`config.mk`:
```
export PLATFORM = sky130hd
export DESIGN_NAME = reader_writer_lock_queue
export DESIGN_NICKNAME = d
export VERILOG_FILES = /design/src/rwlq_pkg.sv /design/src/rwlq_ctrl.sv /design/src/rwlq_dp.sv /design/src/reader_writer_lock_queue.sv
export SDC_FILE = /design/constraint.sdc
export NUM_CORES = 1
export LEC_CHECK = 0
export BUFFER_PORTS_ARGS = -buffer_cell sky130_fd_sc_hd__buf_2
export CORE_MARGIN = 2
export CORE_UTILIZATION = 35
export DETAILED_ROUTE_END_ITERATION = 7
export GPL_TIMING_DRIVEN = 0
export PLACE_DENSITY = 0.59
export SETUP_SLACK_MARGIN = 0.05
export SYNTH_ARGS = -nofsm -noshare
export SYNTH_HDL_FRONTEND = slang
export SYNTH_HIERARCHICAL = 1
export SYNTH_SLANG_ARGS = --single-unit
```
`constraint.sdc`:
```
create_clock -name i_clk -period 8 [get_ports i_clk]
set_input_delay 0.8 -clock i_clk [delete_from_list [all_inputs] [get_ports i_clk]]
set_output_delay 0.8 -clock i_clk [all_outputs]
set_load 0.05 [all_outputs]
```
`src/rwlq_pkg.sv`:
```
// Shared types and codes for the reader-writer lock with wait queues.
package rwlq_pkg;

    localparam logic [2:0] ACT_RD_LOCK   = 3'd0;
    localparam logic [2:0] ACT_TRY_RD    = 3'd1;
    localparam logic [2:0] ACT_RD_UNLOCK = 3'd2;
    localparam logic [2:0] ACT_WR_LOCK   = 3'd3;
    localparam logic [2:0] ACT_TRY_WR    = 3'd4;
    localparam logic [2:0] ACT_WR_UNLOCK = 3'd5;

    localparam logic [2:0] ST_GRANTED  = 3'd0;
    localparam logic [2:0] ST_QUEUED   = 3'd1;
    localparam logic [2:0] ST_REFUSED  = 3'd2;
    localparam logic [2:0] ST_RELEASED = 3'd3;
    localparam logic [2:0] ST_FAIL     = 3'd4;

    localparam int HOLDERS_MAX = 31;

    typedef enum logic [1:0] {
        S_IDLE,
        S_EXEC,
        S_WALK
    } t_state;

    typedef struct packed {
        logic capture;
        logic exec;
        logic walk;
    } t_ctrl_cmd;

    typedef struct packed {
        logic walk_start;
        logic walk_last;
    } t_dp_stat;

endpackage

```
`src/rwlq_ctrl.sv`:
```
// Controller state machine that sequences request execution and reader wake-up walks.
module rwlq_ctrl (
    input  logic                 i_clk,
    input  logic                 i_rst_n,
    input  logic                 start,
    input  rwlq_pkg::t_dp_stat   i_stat,
    output logic                 busy,
    output rwlq_pkg::t_ctrl_cmd  o_cmd
);

    rwlq_pkg::t_state r_state;
    rwlq_pkg::t_state n_state;

    always_ff @(posedge i_clk) begin
        if (!i_rst_n) begin
            r_state <= rwlq_pkg::S_IDLE;
        end else begin
            r_state <= n_state;
        end
    end

    always_comb begin
        n_state       = r_state;
        o_cmd.capture = 1'b0;
        o_cmd.exec    = 1'b0;
        o_cmd.walk    = 1'b0;
        busy          = 1'b1;
        case (r_state)
            rwlq_pkg::S_IDLE: begin
                busy = 1'b0;
                if (start) begin
                    o_cmd.capture = 1'b1;
                    n_state       = rwlq_pkg::S_EXEC;
                end
            end
            rwlq_pkg::S_EXEC: begin
                o_cmd.exec = 1'b1;
                n_state    = i_stat.walk_start ? rwlq_pkg::S_WALK : rwlq_pkg::S_IDLE;
            end
            rwlq_pkg::S_WALK: begin
                o_cmd.walk = 1'b1;
                if (i_stat.walk_last) begin
                    n_state = rwlq_pkg::S_IDLE;
                end
            end
            default: begin
                n_state = rwlq_pkg::S_IDLE;
            end
        endcase
    end

endmodule

```
`src/rwlq_dp.sv`:
```
// Datapath holding the lock state, both wait queues and the result registers.
module rwlq_dp #(
    parameter int TASKS = 16
) (
    input  logic                 i_clk,
    input  logic                 i_rst_n,
    input  rwlq_pkg::t_ctrl_cmd  i_cmd,
    input  logic [2:0]           i_action,
    input  logic [3:0]           i_task_req,
    output rwlq_pkg::t_dp_stat   o_stat,
    output logic                 o_strobe,
    output logic [2:0]           o_status,
    output logic                 o_woken_valid,
    output logic [3:0]           o_woken_task,
    output logic                 o_woken_writer,
    output logic                 o_last
);

    localparam int IW  = (TASKS > 1) ? $clog2(TASKS) : 1;
    localparam int CW  = $clog2(TASKS + 1);
    localparam int HW  = (CW > 5) ? CW : 5;
    localparam int SW  = CW + 1;

    logic [3:0]    rq_mem [TASKS];
    logic [3:0]    wq_mem [TASKS];

    logic [2:0]    r_act;
    logic [3:0]    r_task;
    logic [HW-1:0] r_holders, n_holders;
    logic          r_wholds, n_wholds;
    logic [IW-1:0] r_rhead, n_rhead;
    logic [IW-1:0] r_whead, n_whead;
    logic [CW-1:0] r_rcnt, n_rcnt;
    logic [CW-1:0] r_wcnt, n_wcnt;
    logic [3:0]    r_rrd;
    logic [3:0]    r_wrd;

    logic          r_strobe, n_strobe;
    logic [2:0]    r_status, n_status;
    logic          r_wv, n_wv;
    logic [3:0]    r_wt, n_wt;
    logic          r_ww, n_ww;
    logic          r_last, n_last;

    logic          rq_we, wq_we;
    logic [IW-1:0] rq_waddr, wq_waddr;
    logic [SW-1:0] rq_sum, wq_sum;

    function automatic logic [IW-1:0] next_idx(input logic [IW-1:0] idx);
        return (idx == IW'(TASKS - 1)) ? '0 : idx + IW'(1);
    endfunction

    assign rq_sum   = SW'(r_rhead) + SW'(r_rcnt);
    assign wq_sum   = SW'(r_whead) + SW'(r_wcnt);
    assign rq_waddr = (rq_sum >= SW'(TASKS)) ? IW'(rq_sum - SW'(TASKS)) : IW'(rq_sum);
    assign wq_waddr = (wq_sum >= SW'(TASKS)) ? IW'(wq_sum - SW'(TASKS)) : IW'(wq_sum);

    assign o_stat.walk_start = (r_act == rwlq_pkg::ACT_WR_UNLOCK) && r_wholds &&
                               (r_wcnt == '0) && (r_rcnt > CW'(1));
    assign o_stat.walk_last  = (r_rcnt == CW'(1));

    always_comb begin
        n_holders = r_holders;
        n_wholds  = r_wholds;
        n_rhead   = r_rhead;
        n_whead   = r_whead;
        n_rcnt    = r_rcnt;
        n_wcnt    = r_wcnt;
        n_strobe  = 1'b0;
        n_status  = r_status;
        n_wv      = r_wv;
        n_wt      = r_wt;
        n_ww      = r_ww;
        n_last    = r_last;
        rq_we     = 1'b0;
        wq_we     = 1'b0;
        if (i_cmd.exec) begin
            n_strobe = 1'b1;
            n_status = rwlq_pkg::ST_FAIL;
            n_wv     = 1'b0;
            n_wt     = 4'd0;
            n_ww     = 1'b0;
            n_last   = 1'b1;
            case (r_act)
                rwlq_pkg::ACT_RD_LOCK, rwlq_pkg::ACT_TRY_RD: begin
                    if (r_wholds) begin
                        if (r_act == rwlq_pkg::ACT_TRY_RD) begin
                            n_status = rwlq_pkg::ST_REFUSED;
                        end else if (r_rcnt != CW'(TASKS)) begin
                            rq_we    = 1'b1;
                            n_rcnt   = r_rcnt + CW'(1);
                            n_status = rwlq_pkg::ST_QUEUED;
                        end
                    end else if (r_holders < HW'(rwlq_pkg::HOLDERS_MAX)) begin
                        n_holders = r_holders + HW'(1);
                        n_status  = rwlq_pkg::ST_GRANTED;
                    end
                end
                rwlq_pkg::ACT_RD_UNLOCK: begin
                    if (!r_wholds && (r_holders != '0)) begin
                        n_holders = r_holders - HW'(1);
                        n_status  = rwlq_pkg::ST_RELEASED;
                        if ((r_holders == HW'(1)) && (r_wcnt != '0)) begin
                            n_wholds = 1'b1;
                            n_whead  = next_idx(r_whead);
                            n_wcnt   = r_wcnt - CW'(1);
                            n_wv     = 1'b1;
                            n_wt     = r_wrd;
                            n_ww     = 1'b1;
                        end
                    end
                end
                rwlq_pkg::ACT_WR_LOCK, rwlq_pkg::ACT_TRY_WR: begin
                    if (!r_wholds && (r_holders == '0)) begin
                        n_wholds = 1'b1;
                        n_status = rwlq_pkg::ST_GRANTED;
                    end else if (r_act == rwlq_pkg::ACT_TRY_WR) begin
                        n_status = rwlq_pkg::ST_REFUSED;
                    end else if (r_wcnt != CW'(TASKS)) begin
                        wq_we    = 1'b1;
                        n_wcnt   = r_wcnt + CW'(1);
                        n_status = rwlq_pkg::ST_QUEUED;
                    end
                end
                rwlq_pkg::ACT_WR_UNLOCK: begin
                    if (r_wholds) begin
                        n_status = rwlq_pkg::ST_RELEASED;
                        if (r_wcnt != '0) begin
                            n_whead = next_idx(r_whead);
                            n_wcnt  = r_wcnt - CW'(1);
                            n_wv    = 1'b1;
                            n_wt    = r_wrd;
                            n_ww    = 1'b1;
                        end else begin
                            n_wholds = 1'b0;
                            if (r_rcnt != '0) begin
                                n_holders = HW'(r_rcnt);
                                n_rhead   = next_idx(r_rhead);
                                n_rcnt    = r_rcnt - CW'(1);
                                n_wv      = 1'b1;
                                n_wt      = r_rrd;
                                n_last    = (r_rcnt == CW'(1));
                            end
                        end
                    end
                end
                default: begin
                    n_status = rwlq_pkg::ST_FAIL;
                end
            endcase
        end else if (i_cmd.walk) begin
            n_strobe = 1'b1;
            n_status = rwlq_pkg::ST_RELEASED;
            n_rhead  = next_idx(r_rhead);
            n_rcnt   = r_rcnt - CW'(1);
            n_wv     = 1'b1;
            n_wt     = r_rrd;
            n_ww     = 1'b0;
            n_last   = (r_rcnt == CW'(1));
        end
    end

    always_ff @(posedge i_clk) begin
        if (i_cmd.capture) begin
            r_act  <= i_action;
            r_task <= i_task_req;
        end
        if (rq_we) begin
            rq_mem[rq_waddr] <= r_task;
        end
        if (wq_we) begin
            wq_mem[wq_waddr] <= r_task;
        end
        r_rrd    <= (rq_we && (rq_waddr == n_rhead)) ? r_task : rq_mem[n_rhead];
        r_wrd    <= (wq_we && (wq_waddr == n_whead)) ? r_task : wq_mem[n_whead];
        r_status <= n_status;
        r_wv     <= n_wv;
        r_wt     <= n_wt;
        r_ww     <= n_ww;
        r_last   <= n_last;
    end

    always_ff @(posedge i_clk) begin
        if (!i_rst_n) begin
            r_holders <= '0;
            r_wholds  <= 1'b0;
            r_rhead   <= '0;
            r_whead   <= '0;
            r_rcnt    <= '0;
            r_wcnt    <= '0;
            r_strobe  <= 1'b0;
        end else begin
            r_holders <= n_holders;
            r_wholds  <= n_wholds;
            r_rhead   <= n_rhead;
            r_whead   <= n_whead;
            r_rcnt    <= n_rcnt;
            r_wcnt    <= n_wcnt;
            r_strobe  <= n_strobe;
        end
    end

    assign o_strobe       = r_strobe;
    assign o_status       = r_status;
    assign o_woken_valid  = r_wv;
    assign o_woken_task   = r_wt;
    assign o_woken_writer = r_ww;
    assign o_last         = r_last;

endmodule

```
`src/reader_writer_lock_queue.sv`:
```
// Top level of the reader-writer lock with FIFO reader and writer wait queues.
// A request is taken when start is high and busy is low; its first result beat is on
// o_strobe, registered from the execute state; a new request is taken only in idle.
// A write release that wakes N waiting readers gives N beats on consecutive cycles,
// and busy stays high through that walk; the receiver cannot stall.
// Synchronous active-low reset frees the lock and empties both queues at once.
module reader_writer_lock_queue #(
    parameter int TASKS = 16
) (
    input  logic       i_clk,
    input  logic       i_rst_n,
    input  logic       start,
    output logic       busy,
    input  logic [2:0] i_action,
    input  logic [3:0] i_task_req,
    output logic       o_strobe,
    output logic [2:0] o_status,
    output logic       o_woken_valid,
    output logic [3:0] o_woken_task,
    output logic       o_woken_writer,
    output logic       o_last
);

    rwlq_pkg::t_ctrl_cmd cmd;
    rwlq_pkg::t_dp_stat  stat;

    rwlq_ctrl u_ctrl (
        .i_clk   (i_clk),
        .i_rst_n (i_rst_n),
        .start   (start),
        .i_stat  (stat),
        .busy    (busy),
        .o_cmd   (cmd)
    );

    rwlq_dp #(
        .TASKS (TASKS)
    ) u_dp (
        .i_clk          (i_clk),
        .i_rst_n        (i_rst_n),
        .i_cmd          (cmd),
        .i_action       (i_action),
        .i_task_req     (i_task_req),
        .o_stat         (stat),
        .o_strobe       (o_strobe),
        .o_status       (o_status),
        .o_woken_valid  (o_woken_valid),
        .o_woken_task   (o_woken_task),
        .o_woken_writer (o_woken_writer),
        .o_last         (o_last)
    );

endmodule

```
### Word level (Yosys, flattened, before mapping)

Memories as Yosys holds them, arrays and structs flattened. A register that Yosys moved wholly into a read port is not among the register bits.
Cells that the tools add are included.

| operators by class | value |
|---|---|
| multiplexer cells | 108 |
| equal/unequal tests | 34 |
| add/sub/neg operators | 12 |
| $lt $le $gt $ge | 4 |
| reduce and logical (&&, ||, !) cells | 24 |

Operators by type and width:

| kind | count |
|---|---|
| $mux W5 | 21 |
| $mux W4 | 22 |
| $mux W1 | 41 |
| $mux W3 | 11 |
| $pmux W5 S3 | 2 |
| $ne A2 B2 Y1 const B | 8 |
| $pmux W4 S2 | 2 |
| $reduce_and A8 Y1 | 2 |
| $add A5 B1 Y5 const B | 3 |
| $reduce_bool A5 Y1 | 3 |
| $sub A5 B1 Y5 const B | 3 |
| $add A4 B5 Y6 | 2 |
| $ge A6 B5 Y1 const B | 2 |
| $ne A2 B1 Y1 const B | 6 |
| $pmux W3 S4 | 1 |
| $eq A5 B1 Y1 const B | 2 |
| $logic_not A5 Y1 | 2 |
| $ne A5 B5 Y1 const B | 2 |
| $pmux W5 S2 | 1 |
| $ne A3 B2 Y1 const B | 3 |
| $ne A3 B3 Y1 const B | 3 |
| $reduce_and A9 Y1 | 1 |
| $add A4 B1 Y4 const B | 2 |
| $eq A4 B4 Y1 const B | 2 |
| other kinds (22) | 35 |

| storage, ports and cells | value |
|---|---|
| memories | 2 |
| register bits after elaboration | 44 |
| RAM bits | 128 |
| word-level logic and storage cells | 199 |

Memories:

| name | words | bits a word | rd ports | clocked after Yosys merged registers in | write ports | line | source |
|---|---|---|---|---|---|---|---|
| u_dp.rq_mem | 16 | 4 | 1 | 1 | 1 | rwlq_dp.sv:24 | `logic [3:0] rq_mem [TASKS];` |
| u_dp.wq_mem | 16 | 4 | 1 | 1 | 1 | rwlq_dp.sv:25 | `logic [3:0] wq_mem [TASKS];` |

### Longest topological paths before layout

| depth | value |
|---|---|
| depth after elaboration | 8 |
| mapped depth | 9 |
| depth with buffers taken out | 8 |

### Cells and area by module

The synthesis kept the hierarchy.

Modules (own cells, without submodules):

| module | sequential area each (um^2) | cells each | area an instance (um^2) | instances |
|---|---|---|---|---|
| rwlq_dp | 5014.8 | 534 | 8011.4 | 1 |
| rwlq_ctrl | 40.0 | 9 | 93.8 | 1 |

### Worst setup path before layout

Ideal clock, no wire load.

| path | value |
|---|---|
| path kind | reg2reg |
| start | register u_dp.r_act[2] |
| end | register u_dp.r_wcnt[4] |
| library setup time | 70 ps |
| required time | 7930 ps |
| data arrival time | 2459 ps |
| period minus slack after synthesis | 2529 ps |
| stages on the path, launching flop included | 10 |
| path slack | 5471 ps |
| cell sequence | edfxtp_1 clkbuf_1 nor2b_1 mux2i_1 fa_1 a21o_1 a21oi_1 xor2_1 or4_1 a21oi_1 |

| on the way | value |
|---|---|
| word-level cells in the longest chain between the ends | 4 |
| elaborated cells between the ends (all ways) | 15 |

RTL lines:

| what | line | source |
|---|---|---|
| start: declaration | rwlq_dp.sv:27 | `logic [2:0] r_act;` |
| start signal: assignment | rwlq_dp.sv:165 | `r_act <= i_action;` |
| $eq A3 B2 Y1 or $eq A3 B3 Y1 (tied branches) | rwlq_dp.sv:84, rwlq_dp.sv:117 |  |
| $reduce_or A2 Y1 | rwlq_dp.sv:84 | `case (r_act)` |
| $ne A2 B2 Y1 (no source line), or another cell as far along | n/a |  |
| $reduce_and A9 Y1 (no source line) | n/a |  |
| end signal: assignment | rwlq_dp.sv:198 | `r_wcnt <= n_wcnt;` |
| end: declaration | rwlq_dp.sv:34 | `logic [CW-1:0] r_wcnt, n_wcnt;` |

Parallel ways exist; a longest one is shown, timed or not.
A chain may end at the register's enable or synchronous reset.

==> qor.txt <==
Status: finished clean
Final cycle utilization of the critical path: 37.7%
Post-cts resize count: 0
GR Util All Layers: 15.0%
Post-Place Setup Slack: 4.99 ns
Post-CTS setup buffers: 0
Worst endpoint data arrival time: 3.08 ns
Layout Nets: 615
Cts hold-fix bufs: 0
Number of nets with antenna violations after routing: 0
Clock Sinks: 180
CP dominant cell by count: nor2b_1
Global route hottest layer: met2
First-pass GRT wire length: 27.4 mm
Avg Cell Area, Syn: 14.9 um^2
Worst-skew pair later-pin latency: 0.43 ns
Yosys warns: 6
DR iter-0 viols: 381
Post-Place Cell Area: 8570 um^2
Async SR Flop Fraction: 0%
Critical Setup Path Class: register to register
Clock buffer depth: 2
Worst VDD drop: 0.000132 V
RePlAce Congestion: 0.862
Number of CTS-inserted buffers: 17
DP HPWL: 12.1 mm
Hold Fails Final Rpt: 0
Worst-path cell chain: nor2b_1 -> inv_1 -> clkbuf_1 -> nor4_1 -> nor2b_1 -> nor3b_1
Most frequent cells in the layout: 145 x edfxtp_1, 40 x mux4_2, 39 x nor2_1
Placed cells: 849
Residual DRC: 0
RSZ-0062 raised after global routing: false
Met3 usage: 3.19%
Yosys reg bits: 180
EDFF count, synth: 145
Total gr overflow: 0
Crit-path slowest cell: nor3b_1
Slew Viols, Final: 0
Global-route met1 utilization: 20.5%
Final setup viols: 0
WL/cell: 19.5 um
Seq/Total Area, Yosys: 62.4%
Vias: 4,763
Starting density of the core: 35.7%
Cell variety after synth: 67
Synthesized net count: 575
CTS tree: yes
Hold WC Path Type: input pin to register
Htree depth: 4
Vias in the first global route: 4,824
Critical path required time: 8.06 ns
Worst Skew: 0.00997 ns
Clock slew at reported path FFs: 0.07 ns
Final setup TNS: 0 ns
CP max stage delay: 0.58 ns
Worst setup SP type: register
Die area: 24,400 um^2
Slew headroom: 15.9%
Met2 Use GR: 24.1%
Layout area overhead: 12.8%
Max Fclk: 0.332 GHz
Max-cap violations: 0
CTS root buffer: clkbuf_16
Chip width: 156 um
Cells after Synth: 543
Die H: 156 um
Core area: 22,700 um^2
IO Pins: 22
Fin crit period: 3.02 ns
Post-route cell area: 9140 um^2
Final std cells w/o fill: 881
Number of iterations in the first detailed-routing pass: 4
Slew @ Worst Pin: 1.26 ns
Main synth FF type: edfxtp_1
Commonest non-fill, non-tap cell in the layout: edfxtp_1
Crit Path Max Fanout: 10
Mapped Area: 8110 um^2
Row count: 55
Port bufs: 21
Vias per cell: 5.41
Share of cells above drive strength 1: 19.1%
CP endpoint kind: register
Pin count of the biggest net entering global routing: 33
Pwr Density: 209 nW/um^2
Setup slack after layout: 4.98 ns
Antenna cells: 0
Leak: 3.03 nW
Initial antenna violation count: 0
WL final: 17.2 mm
## stage by stage
| step | hold WS, ns | util (%) | total power, mW |
|---|---|---|---|
| after floorplan | 0.501 | - | 1.10 |
| after global placement | 0.536 | 37.7 | 1.12 |
| after detailed placement | 0.553 | 37.7 | 1.13 |
| after CTS | 0.523 | 40.2 | 1.93 |
| after global routing | 0.528 | 40.2 | 1.98 |
| final | 0.545 | 40.2 | 1.91 |
## sequential cells by signal, summed over array words and instances, names as in the netlist, named ones only
| register | flops |
|---|---|
| u_dp/rq_mem | 64 |
| u_dp/wq_mem | 64 |
| u_dp/r_holders | 5 |
| u_dp/r_rcnt | 5 |
| u_dp/r_wcnt | 5 |
| u_dp/o_woken_task | 4 |
| u_dp/r_rhead | 4 |
| u_dp/r_task | 4 |
| u_dp/r_whead | 4 |
| u_dp/o_status | 3 |
| u_dp/r_act | 3 |
| u_ctrl/r_state | 2 |
| u_dp/o_last | 1 |
| u_dp/o_strobe | 1 |
| u_dp/o_woken_valid | 1 |
| u_dp/o_woken_writer | 1 |
| u_dp/r_wholds | 1 |
## logic make-up (layout without fill, tap and decap cells)
group                    count (synthesis)  count (layout)  synth area share [%]
AO/OA/AOI/OAI                           96              96                  8.17
XOR/XNOR                                17              17                  1.84
adder cells (fa/ha/maj)                 22              22                  3.67
buffers and inverters                   33              86                  1.68
flip-flops                             180             180                  62.4
multiplexers                            48              48                  12.1
AND/OR/NAND/NOR                        147             147                  10.1
## where the power goes
group          leakage (nW)  switching, mW  internal (mW)
clock network         0.281          0.366          0.437
logic                  1.15         0.0483         0.0233
registers              1.59         0.0160           1.02
total                  3.03          0.431           1.48
## path summary, 6_finish.rpt
path,slack [ns],endpoint,cells after the start,from
hold / removal,0.54,u_dp/r_act[0],1,i_action[0]
setup reg to reg,4.98,u_dp/wq_mem[8][0],6,u_ctrl/r_state[0]
hold reg to reg,0.57,register,1,u_dp/r_whead[3]
setup / recovery,4.98,u_dp/wq_mem[8][0],6,u_ctrl/r_state[0]
## synth_stat cells (3+ instances only)
cell,instances,area share (%)
edfxtp_1,145,54
mux4_2,40,11
nor2_1,39,1.8
dfxtp_1,35,8.6
nand2_1,28,1.3
a21oi_1,27,1.7
ha_1,19,2.9
o21ai_0,19,1.2
clkbuf_1,17,0.79
xnor2_1,13,1.4
inv_1,10,0.46
nor2b_1,10,0.77
a21o_1,9,0.83
and2_1,9,0.69
nand3_1,8,0.49
and3_1,6,0.46
nor3_1,6,0.37
or3_1,6,0.46
mux2i_1,5,0.62
nand2b_1,5,0.39
o31ai_1,4,0.37
xor2_1,4,0.43
a211oi_1,3,0.28
a31oi_1,3,0.23
a32oi_1,3,0.32
buf_2,3,0.19
fa_1,3,0.74
mux2_1,3,0.42
nand3b_1,3,0.28
nand4_1,3,0.23
nor4b_2,3,0.56
o211ai_1,3,0.28
o21bai_1,3,0.28
or2_2,3,0.23
## critical path: cells and delay by family (launching register included)
| family | cells | cell delay, ns |
|---|---|---|
| buffers and inverters | 2 | 0.41 |
| DFF | 1 | 0.39 |
| and+or+nand+nor | 4 | 1.85 |
## final cells by class
type / count / area, um^2
fillers: 2071 / 13600
flip-flops and latches: 180 / 5050
multi-input cells: 330 / 2910
clock buffers: 17 / 425
well taps: 285 / 357
clock inverters: 15 / 146
repair buffers: 21 / 105
plain buffers: 23 / 98.8
inverters: 10 / 37.5
## metal layers
| layer | routed length, um | share of wire [%] |
|---|---|---|
| met5 | 0 | 0 |
| met4 | 130 | 0.76 |
| met3 | 773 | 4.5 |
| met2 | 8390 | 49 |
| met1 | 7920 | 46 |
Power figures use the tool's default switching activity.
